File: config.mk
export PLATFORM = sky130hd
export DESIGN_NAME = bcd_calendar_to_milliseconds_unit
export DESIGN_NICKNAME = d
export VERILOG_FILES = /design/src/rtl/bctm_pkg.sv /design/src/rtl/bcd_calendar_to_milliseconds_unit.sv /design/src/rtl/bctm_front.sv /design/src/rtl/bctm_div_cell.sv /design/src/rtl/bctm_back.sv
export SDC_FILE = /design/constraint.sdc
export NUM_CORES = 2
export LEC_CHECK = 0
export ABC_CLOCK_PERIOD_IN_PS = 24200
export CAP_MARGIN = 5
export CORE_ASPECT_RATIO = 0.6
export CORE_MARGIN = 2
export CORE_UTILIZATION = 65
export CTS_CLUSTER_DIAMETER = 50
export DETAILED_ROUTE_END_ITERATION = 8
export DONT_BUFFER_PORTS = 1
export PLACE_DENSITY = 0.92
export REMOVE_ABC_BUFFERS = 1
export SYNTH_ARGS = -nofsm -noshare
export SYNTH_HDL_FRONTEND = slang
export SYNTH_SLANG_ARGS = --single-unit
File: constraint.sdc
create_clock -name aclk -period 24.2 [get_ports aclk]
set_clock_uncertainty 0.05 [all_clocks]
set_input_delay 4.84 -clock aclk [delete_from_list [all_inputs] [get_ports aclk]]
set_output_delay 4.84 -clock aclk [all_outputs]
set_load 0.03 [all_outputs]
File: src/rtl/bctm_pkg.sv
// Shared types and constants for the BCD calendar to milliseconds unit.
// No dependencies.
package bctm_pkg;

    localparam int PRESC_W    = 15;
    localparam int DIV_W      = PRESC_W + 1;
    localparam int NUM_W      = 25;
    localparam int QUO_W      = 10;
    localparam int MS_W       = 42;
    localparam int DAYS_W     = 17;
    localparam int VAL_W      = 7;
    localparam int S_DATA_W   = 56;
    localparam int M_DATA_W   = 48;
    localparam logic [PRESC_W-1:0] PRESC_RESET = 15'd255;
    localparam logic [9:0]         MS_PER_SEC  = 10'd1000;

    typedef struct packed {
        logic [NUM_W-1:0] rem;
        logic [QUO_W-1:0] quo;
        logic [DIV_W-1:0] div;
        logic [MS_W-1:0]  seconds;
        logic             bad;
    } cell_data_t;

    function automatic logic [8:0] cum_days(input logic [3:0] passed);
        logic [8:0] r;
        case (passed)
            4'd0:    r = 9'd0;
            4'd1:    r = 9'd31;
            4'd2:    r = 9'd59;
            4'd3:    r = 9'd90;
            4'd4:    r = 9'd120;
            4'd5:    r = 9'd151;
            4'd6:    r = 9'd181;
            4'd7:    r = 9'd212;
            4'd8:    r = 9'd243;
            4'd9:    r = 9'd273;
            4'd10:   r = 9'd304;
            4'd11:   r = 9'd334;
            default: r = 9'd365;
        endcase
        return r;
    endfunction

endpackage

File: src/rtl/bcd_calendar_to_milliseconds_unit.sv
// Top level of the BCD calendar to milliseconds unit.
// Depends on bctm_pkg, bctm_front, bctm_div_cell, bctm_back.
//
// Usage:
//   s_ side takes one calendar snapshot request per cycle (tvalid/tready).
//   m_ side returns one result per request, in order.
//   cfg_wr_en/cfg_wr_data load the sync prescaler (reset value 255); write
//   it only while no request is in flight.
// Pipeline: two front stages, ten divider cells settling one quotient bit
//   each, one output stage.
// Throughput: one request per cycle while m_tready stays high; the divider
//   cell chain is fully pipelined.
// Reset: all stages empty, prescaler back to 255.
// Stall: each stage holds while the next is full and stalled; empty stages keep filling,
//   so s_tready drops only once the whole chain is full.
// Invalid flag: sub-second count above prescaler, month 0 or above 12, or
//   year 0.
module bcd_calendar_to_milliseconds_unit (
    input  logic                           aclk,
    input  logic                           aresetn,
    input  logic                           cfg_wr_en,
    input  logic [bctm_pkg::PRESC_W-1:0]   cfg_wr_data,
    input  logic                           s_tvalid,
    output logic                           s_tready,
    // subsecond_count[15:0], seconds_bcd[22:16], minutes_bcd[29:23],
    // hours_bcd[35:30], day_bcd[41:36], month_bcd[46:42], year_bcd[54:47]
    input  logic [bctm_pkg::S_DATA_W-1:0]  s_tdata,
    output logic                           m_tvalid,
    input  logic                           m_tready,
    // total_milliseconds[41:0], invalid[42]
    output logic [bctm_pkg::M_DATA_W-1:0]  m_tdata
);
    import bctm_pkg::*;

    logic [PRESC_W-1:0] presc_reg;
    logic               cv [QUO_W+1];
    logic               cr [QUO_W+1];
    cell_data_t         cd [QUO_W+1];

    always_ff @(posedge aclk) begin
        if (!aresetn) begin
            presc_reg <= PRESC_RESET;
        end else if (cfg_wr_en) begin
            presc_reg <= cfg_wr_data;
        end
    end

    bctm_front u_front (
        .aclk      (aclk),
        .aresetn   (aresetn),
        .prescaler (presc_reg),
        .in_valid  (s_tvalid),
        .in_ready  (s_tready),
        .in_data   (s_tdata),
        .out_valid (cv[0]),
        .out_ready (cr[0]),
        .out_data  (cd[0])
    );

    for (genvar i = 0; i < QUO_W; i++) begin : g_cell
        bctm_div_cell #(.SHIFT(QUO_W - 1 - i)) u_cell (
            .aclk      (aclk),
            .aresetn   (aresetn),
            .in_valid  (cv[i]),
            .in_ready  (cr[i]),
            .in_data   (cd[i]),
            .out_valid (cv[i+1]),
            .out_ready (cr[i+1]),
            .out_data  (cd[i+1])
        );
    end

    bctm_back u_back (
        .aclk      (aclk),
        .aresetn   (aresetn),
        .in_valid  (cv[QUO_W]),
        .in_ready  (cr[QUO_W]),
        .in_data   (cd[QUO_W]),
        .out_valid (m_tvalid),
        .out_ready (m_tready),
        .out_data  (m_tdata)
    );

    a_empty_ready: assert property (@(posedge aclk) disable iff (!aresetn)
        !m_tvalid |-> s_tready) else $error("chain empty at output but input stalled");
    a_drain_ready: assert property (@(posedge aclk) disable iff (!aresetn)
        m_tready |-> s_tready) else $error("ready did not propagate through chain");
    a_reset_empty: assert property (@(posedge aclk)
        !aresetn |=> !m_tvalid) else $error("result present after reset");
    a_pad_zero: assert property (@(posedge aclk) disable iff (!aresetn)
        m_tvalid |-> (m_tdata[M_DATA_W-1:MS_W+1] == '0)) else $error("pad bits set");

endmodule

File: src/rtl/bctm_front.sv
// Front end: BCD decode, day count and divider numerator, then seconds count.
// Depends on bctm_pkg.
module bctm_front (
    input  logic                           aclk,
    input  logic                           aresetn,
    input  logic [bctm_pkg::PRESC_W-1:0]   prescaler,
    input  logic                           in_valid,
    output logic                           in_ready,
    input  logic [bctm_pkg::S_DATA_W-1:0]  in_data,
    output logic                           out_valid,
    input  logic                           out_ready,
    output bctm_pkg::cell_data_t           out_data
);
    import bctm_pkg::*;

    logic               v1_reg, v2_reg;
    logic               rdy1, rdy2;
    logic [VAL_W-1:0]   sec_reg, min_reg, hour_reg;
    logic [DAYS_W-1:0]  days_reg;
    logic               under_reg, bad_reg;
    logic [NUM_W-1:0]   num_reg;
    logic [DIV_W-1:0]   div_reg;
    cell_data_t         data2_reg, data2_next;

    logic [15:0]        ssr;
    logic [VAL_W-1:0]   sec, mnt, hour, day;
    logic [4:0]         month;
    logic [7:0]         year, past;
    logic [3:0]         passed;
    logic [8:0]         dbm;
    logic [DAYS_W-1:0]  days_next;
    logic               under;
    logic [NUM_W-1:0]   num_next;

    assign rdy2     = !v2_reg || out_ready;
    assign rdy1     = !v1_reg || rdy2;
    assign in_ready = rdy1;

    always_comb begin
        ssr   = in_data[15:0];
        sec   = VAL_W'(in_data[19:16]) + VAL_W'(in_data[22:20]) * VAL_W'(10);
        mnt   = VAL_W'(in_data[26:23]) + VAL_W'(in_data[29:27]) * VAL_W'(10);
        hour  = VAL_W'(in_data[33:30]) + VAL_W'(in_data[35:34]) * VAL_W'(10);
        day   = VAL_W'(in_data[39:36]) + VAL_W'(in_data[41:40]) * VAL_W'(10);
        month = 5'(in_data[45:42]) + (in_data[46] ? 5'd10 : 5'd0);
        year  = 8'(in_data[50:47]) + 8'(in_data[54:51]) * 8'd10;
        past  = (year == 8'd0) ? 8'd0 : year - 8'd1;
        if (month == 5'd0) begin
            passed = 4'd0;
        end else if (month > 5'd12) begin
            passed = 4'd12;
        end else begin
            passed = 4'(month - 5'd1);
        end
        dbm = cum_days(passed) + 9'((passed >= 4'd2) && (year[1:0] == 2'd0));
        days_next = DAYS_W'(day) + DAYS_W'(dbm) + DAYS_W'(past) * DAYS_W'(365)
                  + DAYS_W'(past[7:2]);
        under    = ssr > 16'(prescaler);
        num_next = under ? '0
                 : NUM_W'(prescaler - ssr[PRESC_W-1:0]) * NUM_W'(MS_PER_SEC);
    end

    always_ff @(posedge aclk) begin
        if (!aresetn) begin
            v1_reg <= 1'b0;
        end else if (rdy1) begin
            v1_reg <= in_valid;
        end
        if (rdy1 && in_valid) begin
            sec_reg   <= sec;
            min_reg   <= mnt;
            hour_reg  <= hour;
            days_reg  <= days_next;
            under_reg <= under;
            bad_reg   <= under || (month == 5'd0) || (month > 5'd12) || (year == 8'd0);
            num_reg   <= num_next;
            div_reg   <= DIV_W'(prescaler) + DIV_W'(1);
        end
    end

    always_comb begin
        data2_next.rem     = num_reg;
        data2_next.quo     = '0;
        data2_next.div     = div_reg;
        data2_next.bad     = bad_reg;
        data2_next.seconds = MS_W'(sec_reg) + MS_W'(min_reg) * MS_W'(60)
                           + MS_W'(hour_reg) * MS_W'(3600)
                           + MS_W'(days_reg) * MS_W'(86400) - MS_W'(under_reg);
    end

    always_ff @(posedge aclk) begin
        if (!aresetn) begin
            v2_reg <= 1'b0;
        end else if (rdy2) begin
            v2_reg <= v1_reg;
        end
        if (rdy2 && v1_reg) begin
            data2_reg <= data2_next;
        end
    end

    assign out_valid = v2_reg;
    assign out_data  = data2_reg;

endmodule

File: src/rtl/bctm_div_cell.sv
// One restoring-division cell: settles one quotient bit and passes on.
// Depends on bctm_pkg.
module bctm_div_cell #(
    parameter int SHIFT = 0
) (
    input  logic                 aclk,
    input  logic                 aresetn,
    input  logic                 in_valid,
    output logic                 in_ready,
    input  bctm_pkg::cell_data_t in_data,
    output logic                 out_valid,
    input  logic                 out_ready,
    output bctm_pkg::cell_data_t out_data
);
    import bctm_pkg::*;

    logic        valid_reg;
    cell_data_t  data_reg, data_next;
    logic [NUM_W+1:0] trial;

    assign in_ready = !valid_reg || out_ready;

    always_comb begin
        data_next = in_data;
        trial = {2'b00, in_data.rem} - ((NUM_W+2)'(in_data.div) << SHIFT);
        if (!trial[NUM_W+1]) begin
            data_next.rem        = trial[NUM_W-1:0];
            data_next.quo[SHIFT] = 1'b1;
        end
    end

    always_ff @(posedge aclk) begin
        if (!aresetn) begin
            valid_reg <= 1'b0;
        end else if (in_ready) begin
            valid_reg <= in_valid;
        end
        if (in_ready && in_valid) begin
            data_reg <= data_next;
        end
    end

    assign out_valid = valid_reg;
    assign out_data  = data_reg;

endmodule

File: src/rtl/bctm_back.sv
// Output stage: seconds to milliseconds plus the divided fraction.
// Depends on bctm_pkg.
module bctm_back (
    input  logic                           aclk,
    input  logic                           aresetn,
    input  logic                           in_valid,
    output logic                           in_ready,
    input  bctm_pkg::cell_data_t           in_data,
    output logic                           out_valid,
    input  logic                           out_ready,
    output logic [bctm_pkg::M_DATA_W-1:0]  out_data
);
    import bctm_pkg::*;

    logic              valid_reg;
    logic [MS_W-1:0]   total_reg, total_next;
    logic              bad_reg;

    assign in_ready   = !valid_reg || out_ready;
    assign total_next = in_data.seconds * MS_W'(MS_PER_SEC) + MS_W'(in_data.quo);

    always_ff @(posedge aclk) begin
        if (!aresetn) begin
            valid_reg <= 1'b0;
        end else if (in_ready) begin
            valid_reg <= in_valid;
        end
        if (in_ready && in_valid) begin
            total_reg <= total_next;
            bad_reg   <= in_data.bad;
        end
    end

    assign out_valid = valid_reg;
    assign out_data  = {(M_DATA_W-MS_W-1)'(0), bad_reg, total_reg};

endmodule
Word level (Yosys, flattened, before mapping)
Memory sizes are Yosys's and may differ from the RTL's.
Cells that the tools add are included.
Widths: inputs -> output; s select.
Cells by class
  mux-type cells: 13
  $lt $le $gt $ge: 3
  add/subtract/negate cells: 29
  $mul: 11
  reductions and logical operators: 46
Operator list (count)
  $mux 25: 8
  $add 42x10->42: 1
  $add 42x19->42: 1
  $add 42x34->42: 1
  $mul 42x7->39 const B: 1
  $sub 42x1->42: 1
  $mul 17x10->27 const B: 1
  $mux 26: 1
  $sub 25x16->26: 1
  $sub 25x17->26: 1
  $sub 25x18->26: 1
  $sub 25x19->26: 1
  $sub 25x20->26: 1
  $sub 25x21->26: 1
  $sub 25x22->26: 1
  $sub 25x23->26: 1
  $sub 25x24->26: 1
  $sub 25x25->26: 1
  $mul 25x7->22 const B: 1
  $add 17x17->17: 1
  $add 17x6->17: 1
  $mul 8x9->17 const B: 1
  $add 15x1->16 const B: 1
  $gt 16x15->1: 1
  other kinds (25): 71
Word-level totals
  ROM bits: 144
  register bits after elaboration: 1090
  word-level logic and storage cells: 189
  memories kept: 1
Memories
  (name not given): depth 16, bits a word 9, rd ports 1, clocked after memory_dff 0, wr ports 0, RTL line bctm_pkg.sv:27  | case (passed)

Depth between registers and ports, before layout
  depth after elaboration: 15
  gate-level depth with buffers: 40
  mapped depth without buffers: 40

Modules after synthesis
From an unflattened synthesis, not the netlist that was laid out.
Unflattened totals
  cells, all modules: 5536
  area total of the unflattened synthesis: 69035.0 um2
Modules (own cells, without submodules)
  bctm_front: times used 1, cells an instance 1862, seq. area each 4604.4 um2, area each 19122.1 um2
  bctm_back: times used 1, cells an instance 932, seq. area each 1311.3 um2, area each 8777.2 um2
  bctm_div_cell (g_cell[5].u_cell): times used 1, cells an instance 258, seq. area each 2842.7 um2, area each 4132.7 um2
  bctm_div_cell (g_cell[0].u_cell): times used 1, cells an instance 259, seq. area each 2842.7 um2, area each 4082.7 um2
  bctm_div_cell (g_cell[8].u_cell): times used 1, cells an instance 284, seq. area each 2842.7 um2, area each 4082.7 um2
  bctm_div_cell (g_cell[6].u_cell): times used 1, cells an instance 282, seq. area each 2842.7 um2, area each 4063.9 um2
  bctm_div_cell (g_cell[7].u_cell): times used 1, cells an instance 273, seq. area each 2842.7 um2, area each 4057.6 um2
  bctm_div_cell (g_cell[9].u_cell): times used 1, cells an instance 284, seq. area each 2842.7 um2, area each 4056.4 um2
  bctm_div_cell (g_cell[4].u_cell): times used 1, cells an instance 272, seq. area each 2842.7 um2, area each 4042.6 um2
  bctm_div_cell (g_cell[1].u_cell): times used 1, cells an instance 257, seq. area each 2842.7 um2, area each 4036.4 um2
  bctm_div_cell (g_cell[3].u_cell): times used 1, cells an instance 246, seq. area each 2842.7 um2, area each 4026.4 um2
  bctm_div_cell (g_cell[2].u_cell): times used 1, cells an instance 279, seq. area each 2842.7 um2, area each 3995.1 um2
  bcd_calendar_to_milliseconds_unit: times used 1, cells an instance 48, seq. area each 300.3 um2, area each 559.3 um2

Least setup slack after synthesis
OpenSTA, ideal clock, no wires.
  kind: input -> register
  start point: input port s_tdata[43] (netlist name)
  end point: register u_front.days_reg[15] (data pin)
  path buffers: 0
  data required time: 23892 ps
  arrival: 12909 ps
  cell stages on the path: 34
  setup slack: 10983 ps
  cells stage by stage: ha_1 > ha_1 > xnor2_1 > a21oi_1 > o21ai_0 > nor2_1 > ha_1 > o31a_1 > ha_1 > ha_1 > xor2_1 > fa_1 > ha_1 > a21o_1 > a21oi_1 > o21bai_1 > a21oi_1 > xor2_1 > fa_1 > fa_1 > inv_1 > fa_1 > inv_1 > fa_1 > ha_1 > ha_1 > a21oi_1 > o21bai_1 > a21oi_1 > o21bai_1 > a2111oi_0 > o31ai_1 > a21oi_1 > xnor2_1
Between the ends
  cells in the longest elaborated chain, start to end: 10
  elaborated cells between the ends (all ways): 13
RTL lines
  start: declaration: RTL line bcd_calendar_to_milliseconds_unit.sv:27  | input logic [bctm_pkg::S_DATA_W-1:0] s_tdata,
  $add 4x4->5 (*): RTL line bctm_front.sv:45  | month = 5'(in_data[45:42]) + (in_data[46] ? 5'd10 : 5'd0);
  $sub 4x1->4 / $gt 5x4->1 (equally long branches): RTL line bctm_front.sv:53, bctm_front.sv:50
  $mux 4: RTL line bctm_front.sv:50  | end else if (month > 5'd12) begin
  $mux 4 (*): RTL line bctm_front.sv:48  | if (month == 5'd0) begin
  $ge 4x2->1: RTL line bctm_front.sv:55  | dbm = cum_days(passed) + 9'((passed >= 4'd2) && (year[1:0] == 2'd0));
  $logic_and 1x1->1: RTL line bctm_front.sv:55
  $add 9x1->9 (*): RTL line bctm_front.sv:55
  $add 7x9->10 (*): RTL line bctm_front.sv:56  | days_next = DAYS_W'(day) + DAYS_W'(dbm) + DAYS_W'(past) * DAYS_W'(365)
  $add 17x17->17 (*): RTL line bctm_front.sv:56
  $add 17x6->17 (*): RTL line bctm_front.sv:57  | + DAYS_W'(past[7:2]);
  via u_front.days_next[15]: RTL line bctm_front.sv:31  | logic [DAYS_W-1:0] days_next;
  end signal: assignment: RTL line bctm_front.sv:73  | days_reg <= days_next;
  end: declaration: RTL line bctm_front.sv:19  | logic [DAYS_W-1:0] days_reg;
The timed path passes the listed nets; every way through them passes the cells marked *.
A chain may end at the register's enable or synchronous reset.

Worst setup path in the final report
Ends and elaborated chain as after synthesis.

==> results.yml <==
cts:
  path_clk_slew_ns: 0.06
  cts-root-buf: "clkbuf_16"
  ctsHoldBuffers: 0
  cts.repair.resized: 0
  htreeDepth: 3
  cts.sinks: 1026
  clk_latency_ns: 0.72
  post-cts-setup-buffers: 0
  clock_path_buffers: 3
  cts_tree: "done"
  cts_buffers: 92
outcome:
  status: "finished clean"
timing:
  max-slew-margin-rel_pct: 17.6
  fin_crit_sh_pct: 57.1
  rsz0062_at_grt: "no"
  setup-violations-final: 0
  finalCriticalPeriod_ns: 13.81
  finalSetupTns_ns: 0
  final_max_slew_viol_count: 0
  worstMarginPinSlew_ns: 1.24
  hold_violations: 0
  max_freq_mhz: 72.4
critical_path:
  cp-end-kind: "flop"
  reg2reg_slack_ns: 16.02
  cp-start-kind: "input port"
  r2r-end: "u_front.out_data[36]"
  crit_buf_inv: 2
  crit_fanout: 7
  path_common_cell: "ha_1"
  crit_arrival_ns: 14.22
  worstSetupPathType: "input port to flop"
  rr_startpoint: "u_front.days_reg[1]"
  crit_required_ns: 24.60
  critPathTopFamily: "adder cells"
  critPathMaxStageDelay_ns: 0.86
  cp_slowest_cell: "a211oi_1"
  reg2reg_depth: 26
logic_synthesis:
  ys_ff_latch: 1026
  ys_seq_area_share_pct: 50.1
  syn_area_per_cell_um2: 12.5
  synth_flop_cell: "edfxtp_1"
  syn_inst: 4881
  ys_types: 99
  syn_area_um2: 60900
  synth_edf_count: 998
  yosys_warnings: 0
  synth-async-reset-ratio_pct: 0
final_layout:
  syn2layout_area_growth_pct: 7.74
  nets: 5944
  fin_util_pct: 71.1
  finalNonFillerCells: 6259
  layout_common_cells: "edfxtp_1, inv_1, ha_1"
  largest_reg_flops: 800
  final_common_cell: "edfxtp_1"
  layout-drive-gt1-share_pct: 5.38
detailed_routing:
  initialDrtViolationCount: 4298
  route.antenna.remaining_nets: 0
  wl_per_cell_um: 21.2
  vias: 38600
  vias_per_cell: 6.16
  route.detailed.drc: 0
  wl_um: 133000
  firstDrtPassIters: 7
min_path:
  hp-class: "flop to flop"
  hp-start: "g_cell[1].u_cell.out_data[37]"
  whs_endpoint: "g_cell[2].u_cell.out_data[37]"
  holdPathStages: 0
die:
  core_area_um2: 92300
  rows: 86
  dieArea_um2: 96200
  ioPinCount: 126
  start_util_pct: 66.0
  die_w_um: 399
  die_y_um: 241
grt:
  grt_use_met2_pct: 45.2
  grt_pass1_wl_um: 211000
  grt_usage_pct: 28.0
  grt_most_used_layer: "met2"
  grt_max_degree: 83
  antenna_found_initial: 8
  met1_usage_pct: 37.7
  overflow: 0
  use_met3_pct: 5.36
  grt_pass1_vias: 39100
place:
  dp_cells: 6084
  portBuffers: 0
  place_hpwl_um: 95300
  gp_congestion: 0.938
run:
  cap_violations: 0
==> metrics by stage <==
step                      worst slack, ns  hold slack [ns]  cell area [um2]
after CTS                           10.46            0.344            65600
after detailed placement             9.78            0.355            62500
final                               10.39            0.350            65600
after global routing                 9.80            0.358            65600
after global placement              10.04            0.352            62500
after floorplan                     10.98            0.350            60700
==> layer usage <==
layer | wire (um) | part of all wire (%)
met1 | 53200 | 40
met2 | 62200 | 47
met3 | 11600 | 8.7
met4 | 5680 | 4.3
met5 | 17 | 0.013
==> cell families after synthesis <==
group	after synthesis	synth area share (%)
mux	46	0.826
other cells	1	0.00616
xor+xnor	355	5.12
compound gates	855	9.02
buf+inv	719	4.48
fa+ha+maj	922	22.6
flops	1026	50.1
simple gates	957	7.81
==> area by class of cell <==
class,count,area [um2]
multi-input combinational,3140,27800
clock inverter,61,692
inverter,666,2500
antenna,5,12.5
timing repair buffer,20,150
tap,1232,1540
fill,5676,26700
sequential,1026,30500
clock buffer,109,2390
==> how the worst max path moves through the flow <==
| stage | from | endpoint | slack [ns] | cells past startpoint |
|---|---|---|---|---|
| after floorplan | s_tdata[43] | u_front.days_reg[15] | 10.98 | 34 |
| after global placement | s_tdata[43] | u_front.days_reg[15] | 10.04 | 34 |
| after detailed placement | s_tdata[43] | u_front.days_reg[15] | 9.78 | 33 |
| after CTS | s_tdata[43] | u_front.days_reg[15] | 10.46 | 33 |
| after global routing | s_tdata[43] | u_front.days_reg[15] | 9.80 | 33 |
| final | s_tdata[43] | u_front.days_reg[15] | 10.39 | 33 |
==> synthesized netlist by cell type, drive strengths merged, types with 34 or more instances <==
library cell	instances	area, um2
xor2	127	1110
nor2b	76	475
nand2	224	841
inv	666	2500
fa	297	5950
ha	625	7820
a21o	91	683
a21oi	257	1290
nand2b	55	344
nor3	90	462
nand3	66	335
xnor2	228	2000
o21ai	197	990
o21bai	35	267
nor2	265	1000
clkbuf	40	150
edfxtp	998	30000
o21a	46	345
mux2	34	383
Power is left out: the tool's default activity adds up to more than one toggle a clock period on the data nets, which glitch-free logic cannot reach.
